==> src/rtl/core/rrlc_pkg.sv <==
// Shared types, wiring tables and modular helpers for the rotor/reflector
// letter cipher. No dependencies; used by rrlc_cfg and the top level.
package rrlc_pkg;

  localparam int unsigned Letters = 26;
  localparam logic [7:0] LETTER_A = 8'd65;
  localparam logic [7:0] LOWER_A  = 8'd97;
  localparam logic [7:0] LOWER_Z  = 8'd122;
  localparam logic [7:0] UPPER_Z  = 8'd90;
  localparam logic [7:0] CASE_GAP = 8'd32;
  localparam logic [7:0] CHAR_SPACE = 8'd32;
  localparam logic [7:0] CHAR_DOT   = 8'd46;

  typedef logic [4:0] letter_t;
  typedef letter_t tab_t [26];

  // Configuration register indexes
  typedef enum logic [1:0] {
    REG_RIGHT  = 2'd0,
    REG_MIDDLE = 2'd1,
    REG_LEFT   = 2'd2
  } reg_idx_e;

  // Rotor start offsets, always held reduced below 26
  typedef struct packed {
    letter_t right;
    letter_t middle;
    letter_t left;
  } offsets_t;

  // One item in flight through the pipeline
  typedef struct packed {
    logic       letter;
    logic       invalid;
    logic [7:0] pass_char;
    letter_t    x;
  } item_t;

  localparam tab_t PLUG_TAB = '{25, 15, 7, 13, 12, 18, 22, 2, 8, 24, 19, 16, 4,
                                3, 14, 1, 11, 17, 5, 10, 20, 21, 6, 23, 9, 0};
  localparam tab_t RIGHT_TAB = '{10, 12, 19, 5, 14, 8, 23, 22, 21, 20, 1, 0, 16,
                                 15, 13, 24, 4, 2, 17, 9, 18, 11, 25, 7, 6, 3};
  localparam tab_t MIDDLE_TAB = '{21, 25, 24, 23, 22, 20, 19, 18, 17, 16, 15, 14, 13,
                                  12, 11, 10, 9, 8, 7, 6, 5, 4, 3, 2, 1, 0};
  localparam tab_t LEFT_TAB = '{0, 9, 3, 10, 18, 8, 17, 20, 23, 1, 11, 7, 22,
                                19, 12, 2, 16, 6, 25, 13, 15, 24, 5, 21, 14, 4};
  localparam tab_t REFLECT_TAB = '{24, 17, 20, 7, 16, 18, 11, 3, 15, 23, 13, 6, 14,
                                   10, 12, 8, 4, 1, 5, 25, 2, 22, 21, 9, 0, 19};

  // Build the inverse permutation of a wiring table
  function automatic tab_t tab_invert(input tab_t t);
    tab_t r;
    r = '{default: '0};
    for (int i = 0; i < Letters; i++) begin
      r[t[i]] = letter_t'(i);
    end
    return r;
  endfunction

  localparam tab_t PLUG_INV   = tab_invert(PLUG_TAB);
  localparam tab_t RIGHT_INV  = tab_invert(RIGHT_TAB);
  localparam tab_t MIDDLE_INV = tab_invert(MIDDLE_TAB);
  localparam tab_t LEFT_INV   = tab_invert(LEFT_TAB);

  // (a - b) mod 26 for a, b below 26
  function automatic letter_t sub_mod(input letter_t a, input letter_t b);
    logic [5:0] t;
    t = (a >= b) ? {1'b0, a} - {1'b0, b} : {1'b0, a} + 6'(Letters) - {1'b0, b};
    return t[4:0];
  endfunction

  // (a + b) mod 26 for a, b below 26
  function automatic letter_t add_mod(input letter_t a, input letter_t b);
    logic [5:0] t;
    t = {1'b0, a} + {1'b0, b};
    if (t >= 6'(Letters)) begin
      t = t - 6'(Letters);
    end
    return t[4:0];
  endfunction

  // Forward pass through a rotor at a given start offset
  function automatic letter_t rot_fwd(input tab_t t, input letter_t x, input letter_t s);
    return t[sub_mod(x, s)];
  endfunction

  // Return pass through a rotor, given its inverse table
  function automatic letter_t rot_back(input tab_t inv, input letter_t x, input letter_t s);
    return add_mod(inv[x], s);
  endfunction

endpackage

==> src/rtl/core/rrlc_cfg.sv <==
// Rotor start offset registers for the letter cipher.
// Depends on rrlc_pkg; reduces each written value mod 26 on the way in.
module rrlc_cfg
  import rrlc_pkg::*;
(
  input  logic       clk_i,
  input  logic       rst_ni,
  input  logic       cfg_we_i,
  input  logic [1:0] cfg_idx_i,
  input  logic [4:0] cfg_data_i,
  output offsets_t   offsets_o
);

  offsets_t offsets_q, offsets_d;
  letter_t  data_red;

  // Fold values 26..31 back into range
  assign data_red = (cfg_data_i >= 5'(Letters)) ? cfg_data_i - 5'(Letters) : cfg_data_i;

  // Steer the write to the addressed offset, drop unknown indexes
  always_comb begin
    offsets_d = offsets_q;
    if (cfg_we_i) begin
      case (reg_idx_e'(cfg_idx_i))
        REG_RIGHT:  offsets_d.right  = data_red;
        REG_MIDDLE: offsets_d.middle = data_red;
        REG_LEFT:   offsets_d.left   = data_red;
        default:    offsets_d = offsets_q;
      endcase
    end
  end

  always_ff @(posedge clk_i or negedge rst_ni) begin
    if (!rst_ni) begin
      offsets_q <= '0;
    end else begin
      offsets_q <= offsets_d;
    end
  end

  assign offsets_o = offsets_q;

endmodule

==> src/rtl/core/rotor_reflector_letter_cipher_top.sv <==
// Top level of the rotor/reflector letter cipher: five-stage table pipeline.
// Depends on rrlc_pkg and rrlc_cfg.
// An accepted request moves through stage registers 0 to 4; done_o is the valid bit of the last stage.
// Throughput: one request per cycle; busy stays low, the pipeline never stalls.
// Reset: asynchronous, active low; clears valid bits and offsets (all zero).
module rotor_reflector_letter_cipher_top
  import rrlc_pkg::*;
(
  input  logic       clk_i,
  input  logic       rst_ni,
  input  logic       start,
  output logic       busy,
  input  logic [7:0] char_in_i,
  output logic       done_o,
  output logic [7:0] char_out_o,
  output logic       invalid_o,
  input  logic       cfg_we_i,
  input  logic [1:0] cfg_idx_i,
  input  logic [4:0] cfg_data_i
);

  localparam int unsigned Stages = 5;

  offsets_t off;
  logic     accept;

  item_t s0_d;
  item_t stage_q [Stages];
  item_t stage_d [Stages];
  logic [Stages-1:0] valid_q;
  logic [7:0] folded;

  rrlc_cfg u_cfg (
    .clk_i     (clk_i),
    .rst_ni    (rst_ni),
    .cfg_we_i  (cfg_we_i),
    .cfg_idx_i (cfg_idx_i),
    .cfg_data_i(cfg_data_i),
    .offsets_o (off)
  );

  assign busy   = 1'b0;
  assign accept = start && !busy;

  // Decode: fold case, classify, plugboard
  always_comb begin
    folded = char_in_i;
    if (char_in_i >= LOWER_A && char_in_i <= LOWER_Z) begin
      folded = char_in_i - CASE_GAP;
    end
    s0_d = '0;
    if (folded == CHAR_SPACE) begin
      s0_d.pass_char = CHAR_DOT;
    end else if (folded == CHAR_DOT) begin
      s0_d.pass_char = CHAR_SPACE;
    end else if (folded >= LETTER_A && folded <= UPPER_Z) begin
      s0_d.letter = 1'b1;
      s0_d.x      = PLUG_TAB[5'(folded - LETTER_A)];
    end else begin
      s0_d.invalid   = 1'b1;
      s0_d.pass_char = char_in_i;
    end
  end

  // Stage logic: right+middle, left+reflector, back left+middle, back right+plug
  always_comb begin
    stage_d[0] = s0_d;
    for (int i = 1; i < Stages; i++) begin
      stage_d[i] = stage_q[i-1];
    end
    stage_d[1].x = rot_fwd(MIDDLE_TAB, rot_fwd(RIGHT_TAB, stage_q[0].x, off.right),
                           off.middle);
    stage_d[2].x = REFLECT_TAB[rot_fwd(LEFT_TAB, stage_q[1].x, off.left)];
    stage_d[3].x = rot_back(MIDDLE_INV, rot_back(LEFT_INV, stage_q[2].x, off.left),
                            off.middle);
    stage_d[4].x = PLUG_INV[rot_back(RIGHT_INV, stage_q[3].x, off.right)];
  end

  // Advance valid bits every cycle
  always_ff @(posedge clk_i or negedge rst_ni) begin
    if (!rst_ni) begin
      valid_q <= '0;
    end else begin
      valid_q <= {valid_q[Stages-2:0], accept};
    end
  end

  // Payload registers, no reset
  always_ff @(posedge clk_i) begin
    for (int i = 0; i < Stages; i++) begin
      stage_q[i] <= stage_d[i];
    end
  end

  // Drive the result
  assign done_o     = valid_q[Stages-1];
  assign invalid_o  = stage_q[Stages-1].invalid;
  assign char_out_o = stage_q[Stages-1].letter ?
                      ({3'b000, stage_q[Stages-1].x} + LETTER_A) :
                      stage_q[Stages-1].pass_char;

  // Every request yields a result after the fixed latency
  a_latency: assert property (@(posedge clk_i) disable iff (!rst_ni)
    accept |-> ##5 done_o)
    else $error("request did not produce a result");

  // Space maps to dot
  a_space: assert property (@(posedge clk_i) disable iff (!rst_ni)
    (accept && char_in_i == CHAR_SPACE) |-> ##5 (char_out_o == CHAR_DOT && !invalid_o))
    else $error("space not mapped to dot");

  // Valid results are upper-case letters, space or dot
  a_range: assert property (@(posedge clk_i) disable iff (!rst_ni)
    (done_o && !invalid_o) |-> ((char_out_o >= LETTER_A && char_out_o <= UPPER_Z) ||
                                char_out_o == CHAR_SPACE || char_out_o == CHAR_DOT))
    else $error("valid result outside letter set");

  // Offsets stay reduced
  a_offsets: assert property (@(posedge clk_i) disable iff (!rst_ni)
    (off.right < 5'(Letters)) && (off.middle < 5'(Letters)) && (off.left < 5'(Letters)))
    else $error("rotor offset out of range");

endmodule
==> config.mk <==
export PLATFORM = sky130hd
export DESIGN_NAME = rotor_reflector_letter_cipher_top
export DESIGN_NICKNAME = d
export VERILOG_FILES = /design/src/rtl/core/rrlc_pkg.sv /design/src/rtl/core/rrlc_cfg.sv /design/src/rtl/core/rotor_reflector_letter_cipher_top.sv
export SDC_FILE = /design/constraint.sdc
export NUM_CORES = 1
export LEC_CHECK = 0
export BUFFER_PORTS_ARGS = -buffer_cell sky130_fd_sc_hd__buf_2
export CAP_MARGIN = 20
export CELL_PAD_IN_SITES_DETAIL_PLACEMENT = 2
export CELL_PAD_IN_SITES_GLOBAL_PLACEMENT = 2
export CORE_ASPECT_RATIO = 1.75
export CORE_MARGIN = 5
export CORE_UTILIZATION = 43
export DETAILED_ROUTE_END_ITERATION = 16
export PLACE_DENSITY_LB_ADDON = 0.12
export SETUP_SLACK_MARGIN = 0.02
export SYNTH_ARGS = -nofsm -noshare
export SYNTH_HDL_FRONTEND = slang
export SYNTH_HIERARCHICAL = 1
export SYNTH_SLANG_ARGS = --single-unit
==> constraint.sdc <==
create_clock -name clk_i -period 14.95 [get_ports clk_i]
set_input_delay 0.7475 -clock clk_i [delete_from_list [all_inputs] [get_ports clk_i]]
set_output_delay 0.7475 -clock clk_i [all_outputs]
set_load 0.01 [all_outputs]
==> flow_summary_export.csv, run 1 <==
group,metric,value,unit
clock_network,cts_root_buf,"clkbuf_16",
floorplan,pin_count,30,
logic_synthesis,yosysWarnings,6,
layout,area_delta_synth_final,7.63,%
route,top_layer_used,"met4",
clock_network,cts_buffer_depth,2,
timing,relSlewSlack,29.6,%
logic_synthesis,yosysTopAreaCell,"dfxtp_1",
floorplan,dieHeight,184,µm
route,drt_wl_total,21500,µm
global_routing,gr-total-overflow,0,
timing,hold_viol,0,
clock_network,htree_num_levels,3,
layout,finalNetCount,988,
clock_network,postCtsSetupRepairBufs,0,
logic_synthesis,synth_edf_count,0,
route,vias,6075,
logic_synthesis,yosysUniqueCellTypes,93,
worst_setup_path,arrival,6300,ps
route,first_pass_iters,4,
timing,tns,0,ps
clock_network,ctsHoldBuffers,0,
timing,finalCriticalPeriod,6070,ps
global_routing,grt_pass1_wl,35600,µm
clock_network,worstSkewPairLatency,360,ps
global_routing,grt_usage,22.5,%
global_routing,antenna_found_initial,0,
floorplan,start_util,43.7,%
place,place_area,7670,µm²
route,wl_met2,13100,µm
logic_synthesis,synthFlopType,"dfxtp_1",
route,wl_per_cell,19.8,µm
timing,clock_skew,12.1,ps
status,status,"finished clean",
timing,rsz0062_at_grt,"false",
timing,finalWorstSetupSlack,8880,ps
layout,drive_gt1_share,10.2,%
layout,multi_input_area,4940,µm²
worst_setup_path,required,15180,ps
worst_setup_path,path_max_fanout,10,
place,gp_congestion,0.830,
worst_setup_path,start_kind,"register",
place,dpl.hpwl,17100,µm
layout,nFillCells,1877,
route,m1WireLength,7340,µm
timing,clock.fmax,0.165,GHz
logic_synthesis,syn_area,7410,µm²
place,place.port_buffers,28,
logic_synthesis,synth.yosys.seq_area_share,27.0,%
floorplan,dieArea,20100,µm²
route,ant_nets,0,
layout,final_common_cell,"ha_1",
floorplan,fp-row-count,63,
clock_network,numCtsBuffers,9,
logic_synthesis,syn-num-nets,976,
worst_setup_path,crit_type,"register to register",
timing,drv_slew,0,
floorplan,die-width,109,µm
logic_synthesis,synth_top_cell_area_share,20.3,%
timing,setup_violations,0,
clock_network,cts_tree,"built",
layout,stdcell_area,7980,µm²
layout,final_cell_mix,"ha_1 (99), nand2_1 (83), inv_1 (78), dfxtp_1 (75), a21oi_1 (57)",
global_routing,grt_pass1_vias,7088,
logic_synthesis,async_reset_ff_share,21.1,%
floorplan,coreArea,16900,µm²
logic_synthesis,syn_inst,846,
layout,antenna_cells,0,
worst_setup_path,cp-end-kind,"register",
logic_synthesis,ys_ff_latch,95,
timing,min_period_over_period,40.6,%
route,post_drt_via_cell_ratio,5.57,
layout,seqCellArea,2000,µm²
clock_network,post_cts_resize_count,0,
worst_hold_path,hold_class,"register to register",
place,place_ws,8930,ps
clock_network,cts_sinks,95,
logic_synthesis,ys_top_cells_by_area,"dfxtp_1 (20%), ha_1 (17%), dfrtp_1 (6.8%), nand2_1 (4.2%), inv_1 (4.0%)",
job,maxCapViolations,0,
clock_network,clkTransAtPathRegs,80,ps
route,met3WireLength,463,µm
logic_synthesis,syn_area_per_cell,8.76,µm²
timing,worstMarginPinSlew,1030,ps
route,drt_iter0_drc,179,
global_routing,grt_max_degree,21,
route,drc,0,
-- flip-flops by register name, summed over array words and instances (netlist names) --
name             count
valid_q              5
u_cfg/offsets_o     15
stage_q             75
-- path summary, 6_finish.rpt --
check	startpoint	endpoint	slack, ps	cells after the start
worst max-delay path	stage_q[0][31]$_DFF_P_	stage_q[0][48]$_DFF_P_	8880	25
worst min-delay path	stage_q[0][14]$_SDFF_PP0_	stage_q[0][29]$_DFF_P_	330	0
worst max register to register	stage_q[0][31]$_DFF_P_	stage_q[0][48]$_DFF_P_	8880	25
worst min register to register	stage_q[0][14]$_SDFF_PP0_	stage_q[0][29]$_DFF_P_	330	0
max in group asynchronous	rst_ni	valid_q[0]$_DFF_PN0_	14280	1
min in group asynchronous	rst_ni	u_cfg/offsets_o[8]$_DFFE_PN0P_	350	1
-- layer usage --
metal	track usage, %	up-vias
met5	0	-
met3	3.34	41
li1	-	2956
met1	20.6	2993
met2	47.3	85
met4	8.14	0
-- logic make-up (layout without fill, tap and decap cells) --
| logic type | Yosys count | count (layout) | synth area share (%) |
|---|---|---|---|
| buffers and inverters | 109 | 126 | 6.26 |
| multiplexers | 26 | 26 | 4.20 |
| flip-flops | 95 | 95 | 27.0 |
| AO/OA/AOI/OAI | 228 | 228 | 21.2 |
| adder cells (fa/ha/maj) | 113 | 113 | 20.2 |
| AND/OR/NAND/NOR | 224 | 224 | 15.1 |
| other | 1 | 1 | 0.0506 |
| XOR/XNOR | 50 | 50 | 5.91 |
-- Yosys cell counts, types with 8 or more instances --
| library cell | n |
|---|---|
| a21o_1 | 16 |
| a21oi_1 | 57 |
| a31oi_1 | 10 |
| clkbuf_1 | 21 |
| dfrtp_1 | 20 |
| dfxtp_1 | 75 |
| fa_1 | 12 |
| ha_1 | 99 |
| inv_1 | 78 |
| mux2i_1 | 18 |
| nand2_1 | 83 |
| nand2b_1 | 10 |
| nand3_1 | 15 |
| nand3b_1 | 8 |
| nor2_1 | 45 |
| nor2b_1 | 15 |
| nor3_1 | 15 |
| o21ai_0 | 47 |
| o21ai_1 | 12 |
| o22ai_1 | 9 |
| xnor2_1 | 28 |
| xor2_1 | 22 |
-- area by class of cell --
cell class                      instances  area share, %
Timing Repair Buffer                   31           2.04
Multi-Input combinational cell        642           62.0
Tap cell                              227           3.56
Inverter                               79           3.72
Sequential cell                        95           25.1
Clock buffer                           10           2.87
Clock inverter                          6          0.722
-- per-stage QoR --
stage               utilization (%)  cells  hold WS (ps)
floorplan                         -    846           310
global placement               45.3   1072           310
detailed placement             45.3   1072           315
CTS                            47.0   1088           329
global route                   47.1   1090           336
finish                         47.1   1090           329
-- critical path, stage by stage, from the launching register on --
cell and delay, ps:
dfxtp_1 530, inv_1 160, ha_1 330, a21oi_1 170, o21ai_0 90, o21ai_0 290, ha_1 330, a21oi_1 190
nand2_1 110, xor2_1 260, nand2_1 150, o21ai_0 460, xor2_1 350, inv_1 80, ha_1 300, o21ai_0 90
nand3b_1 120, o21ai_0 90, ha_1 230, fa_1 420, a21o_1 200, a21oi_1 160, xor2_1 110, o21ai_0 410
nand2b_1 130, xnor2_1 150
Power of run 1 is left out: the tool's default activity adds up to more than one toggle a clock period on the data nets, which glitch-free logic cannot reach.
==> run 2: changes to the inputs <==
--- a/config.mk
+++ b/config.mk
@@ -11,7 +11,7 @@
 export CELL_PAD_IN_SITES_GLOBAL_PLACEMENT = 2
 export CORE_ASPECT_RATIO = 1.75
 export CORE_MARGIN = 5
-export CORE_UTILIZATION = 43
+export CORE_UTILIZATION = 36
 export DETAILED_ROUTE_END_ITERATION = 16
 export PLACE_DENSITY_LB_ADDON = 0.12
 export SETUP_SLACK_MARGIN = 0.02
==> constraint.sdc (replaced) <==
create_clock -name clk_i -period 5.2 [get_ports clk_i]
set_input_delay 0.26 -clock clk_i [delete_from_list [all_inputs] [get_ports clk_i]]
set_output_delay 0.26 -clock clk_i [all_outputs]
set_load 0.01 [all_outputs]
==> run 2 against run 1 <==
Against the previous run:
- routed wire length is 0.53% higher
- critical path depth grew 1
- via count is 3.3% higher
- first-iteration DRC count shrank 37%
- non-clock buffer count grew 40
- critical endpoint is now stage_q[0][49]$_DFF_P_
- cell count is 5.6% higher
- core utilization shrank 5.1 points
- maximum frequency grew 20%
- clock skew decreased by 4.8 ps
- setup slack got worse by 8700 ps
==> flow_summary_export.csv, run 2 (synthesis gave the netlist of run 1 again) <==
group,metric,value,unit
timing,setup_violations,0,
floorplan,dieArea,23700,µm²
place,dpl.hpwl,17300,µm
worst_setup_path,critPathSlowestCell,"fa_2",
worst_setup_path,arrival,5320,ps
clock_network,clkTransAtPathRegs,70,ps
worst_setup_path,cp-end-kind,"register",
worst_setup_path,reg2reg_depth,26,
clock_network,cts_root_buf,"clkbuf_16",
route,post_drt_via_cell_ratio,5.45,
worst_hold_path,hold_class,"primary input to register",
timing,rsz0062_at_grt,"true",
place,place.port_buffers,28,
job,maxCapViolations,0,
layout,antenna_cells,0,
layout,finalNetCount,1028,
layout,drive_gt1_share,18.4,%
timing,drv_slew,0,
worst_setup_path,worst-path-stages,26,
floorplan,dieHeight,200,µm
worst_hold_path,worstHoldPathCells,1,
worst_setup_path,start_kind,"register",
timing,hold_viol,0,
floorplan,coreArea,20300,µm²
worst_setup_path,crit_type,"register to register",
timing,tns,0,ps
floorplan,start_util,36.5,%
timing,clock.fmax,0.198,GHz
worst_setup_path,path_max_fanout,8,
global_routing,grt_max_degree,21,
place,gp_congestion,0.800,
worst_setup_path,critPathMaxStageDelay,390,ps
layout,final_util,42.0,%
clock_network,numCtsBuffers,9,
layout,largest_reg_flops,75,
route,drt_iter0_drc,112,
route,first_pass_iters,4,
floorplan,pin_count,30,
timing,min_period_over_period,97.2,%
timing,finalCriticalPeriod,5060,ps
worst_setup_path,critPathTopFamily,"compound AO/OA/AOI/OAI gates",
global_routing,antenna_found_initial,0,
floorplan,die-width,118,µm
floorplan,fp-row-count,69,
clock_network,cts_buffer_depth,2,
route,drt_wl_total,21700,µm
layout,area_delta_synth_final,15.0,%
timing,worstMarginPinSlew,982,ps
status,status,"finished clean",
layout,final_common_cell,"ha_1",
timing,relSlewSlack,34.0,%
clock_network,worstSkewPairLatency,350,ps
global_routing,grt_pass1_vias,7105,
worst_setup_path,critical_path.most_common_cell,"buf_4",
worst_setup_path,worst-path-buf-inv,5,
route,vias,6278,
route,drc,0,
clock_network,htree_num_levels,3,
clock_network,cts_tree,"built",
timing,clock_skew,7.35,ps
global_routing,grt_usage,17.9,%
clock_network,cts_sinks,95,
route,wl_per_cell,18.8,µm
worst_setup_path,required,5460,ps
global_routing,gr-total-overflow,0,
layout,top_register,"stage_q",
route,ant_nets,0,
global_routing,grt_pass1_wl,34800,µm
layout,final_cell_mix,"ha_1 (95), nand2_1 (81), inv_1 (77), dfxtp_1 (72), a21oi_1 (49)",
==> run 2: repair_timing <==
item,in CTS,in global routing
gates resized for setup,12,39
gates cloned,0,0
endpoints found under the setup margin,4,9
hold buffers,1,0
buffers inserted,1,7
pin swaps,5,17
endpoints found under the hold margin,20,0
==> run 2: stage by stage <==
stage                     cell area, µm²  setup slack, ps  hold WS (ps)  instances
final                               8520              143          16.8       1151
after global routing                8520             -198          1.09       1151
after CTS                           8290             27.6          6.24       1143
after detailed placement            7940             -514           247       1125
after global placement              7940            -21.0           237       1125
after floorplan                     7410             72.2         -35.6        846
==> run 2: worst paths after layout <==
path / from / endpoint / slack, ps
setup / recovery: stage_q[0][30]$_DFF_P_ / stage_q[0][49]$_DFF_P_ / 140
hold / removal: start / valid_q[0]$_DFF_PN0_ / 20
setup reg to reg: stage_q[0][30]$_DFF_P_ / stage_q[0][49]$_DFF_P_ / 140
hold reg to reg: stage_q[0][51]$_DFF_P_ / stage_q[0][66]$_DFF_P_ / 320
max in group asynchronous: rst_ni / u_cfg/offsets_o[8]$_DFFE_PN0P_ / 4460
min in group asynchronous: rst_ni / valid_q[0]$_DFF_PN0_ / 410
==> run 2: area by class of cell <==
| type | instances | area [µm²] |
|---|---|---|
| Tap cell | 248 | 310 |
| Clock buffer | 10 | 229 |
| Timing Repair Buffer | 71 | 469 |
| Fill cell | 2271 | 11800 |
| Multi-Input combinational cell | 642 | 5150 |
| Clock inverter | 6 | 62.6 |
| Inverter | 79 | 297 |
| Sequential cell | 95 | 2010 |
==> run 2: worst register-to-register path, stage by stage (launching register included) <==
cell	delay, ps
dfxtp_2	320
buf_4	160
ha_1	210
o32ai_2	260
nor3_2	70
a21oi_2	150
ha_2	190
inv_1	50
fa_2	390
nor2b_2	150
o21ai_2	60
nand2b_1	170
buf_4	140
buf_4	90
xor2_1	240
nor3_1	100
a21oi_2	320
nand3b_1	180
o21ai_1	90
ha_2	200
fa_2	370
a21o_1	200
a21oi_2	190
xor2_2	290
buf_4	170
nand3b_1	80
o21ai_1	130
==> run 2: layer usage <==
| metal | vias to the layer above | global-route usage, % | wire (µm) |
|---|---|---|---|
| li1 | 3026 | - | - |
| met1 | 3129 | 16.2 | 7470 |
| met2 | 85 | 38.9 | 13000 |
| met3 | 38 | 2.82 | 474 |
| met4 | 0 | 6.22 | 671 |
| met5 | - | 0 | 0 |
Power of run 2 is left out for the same reason.
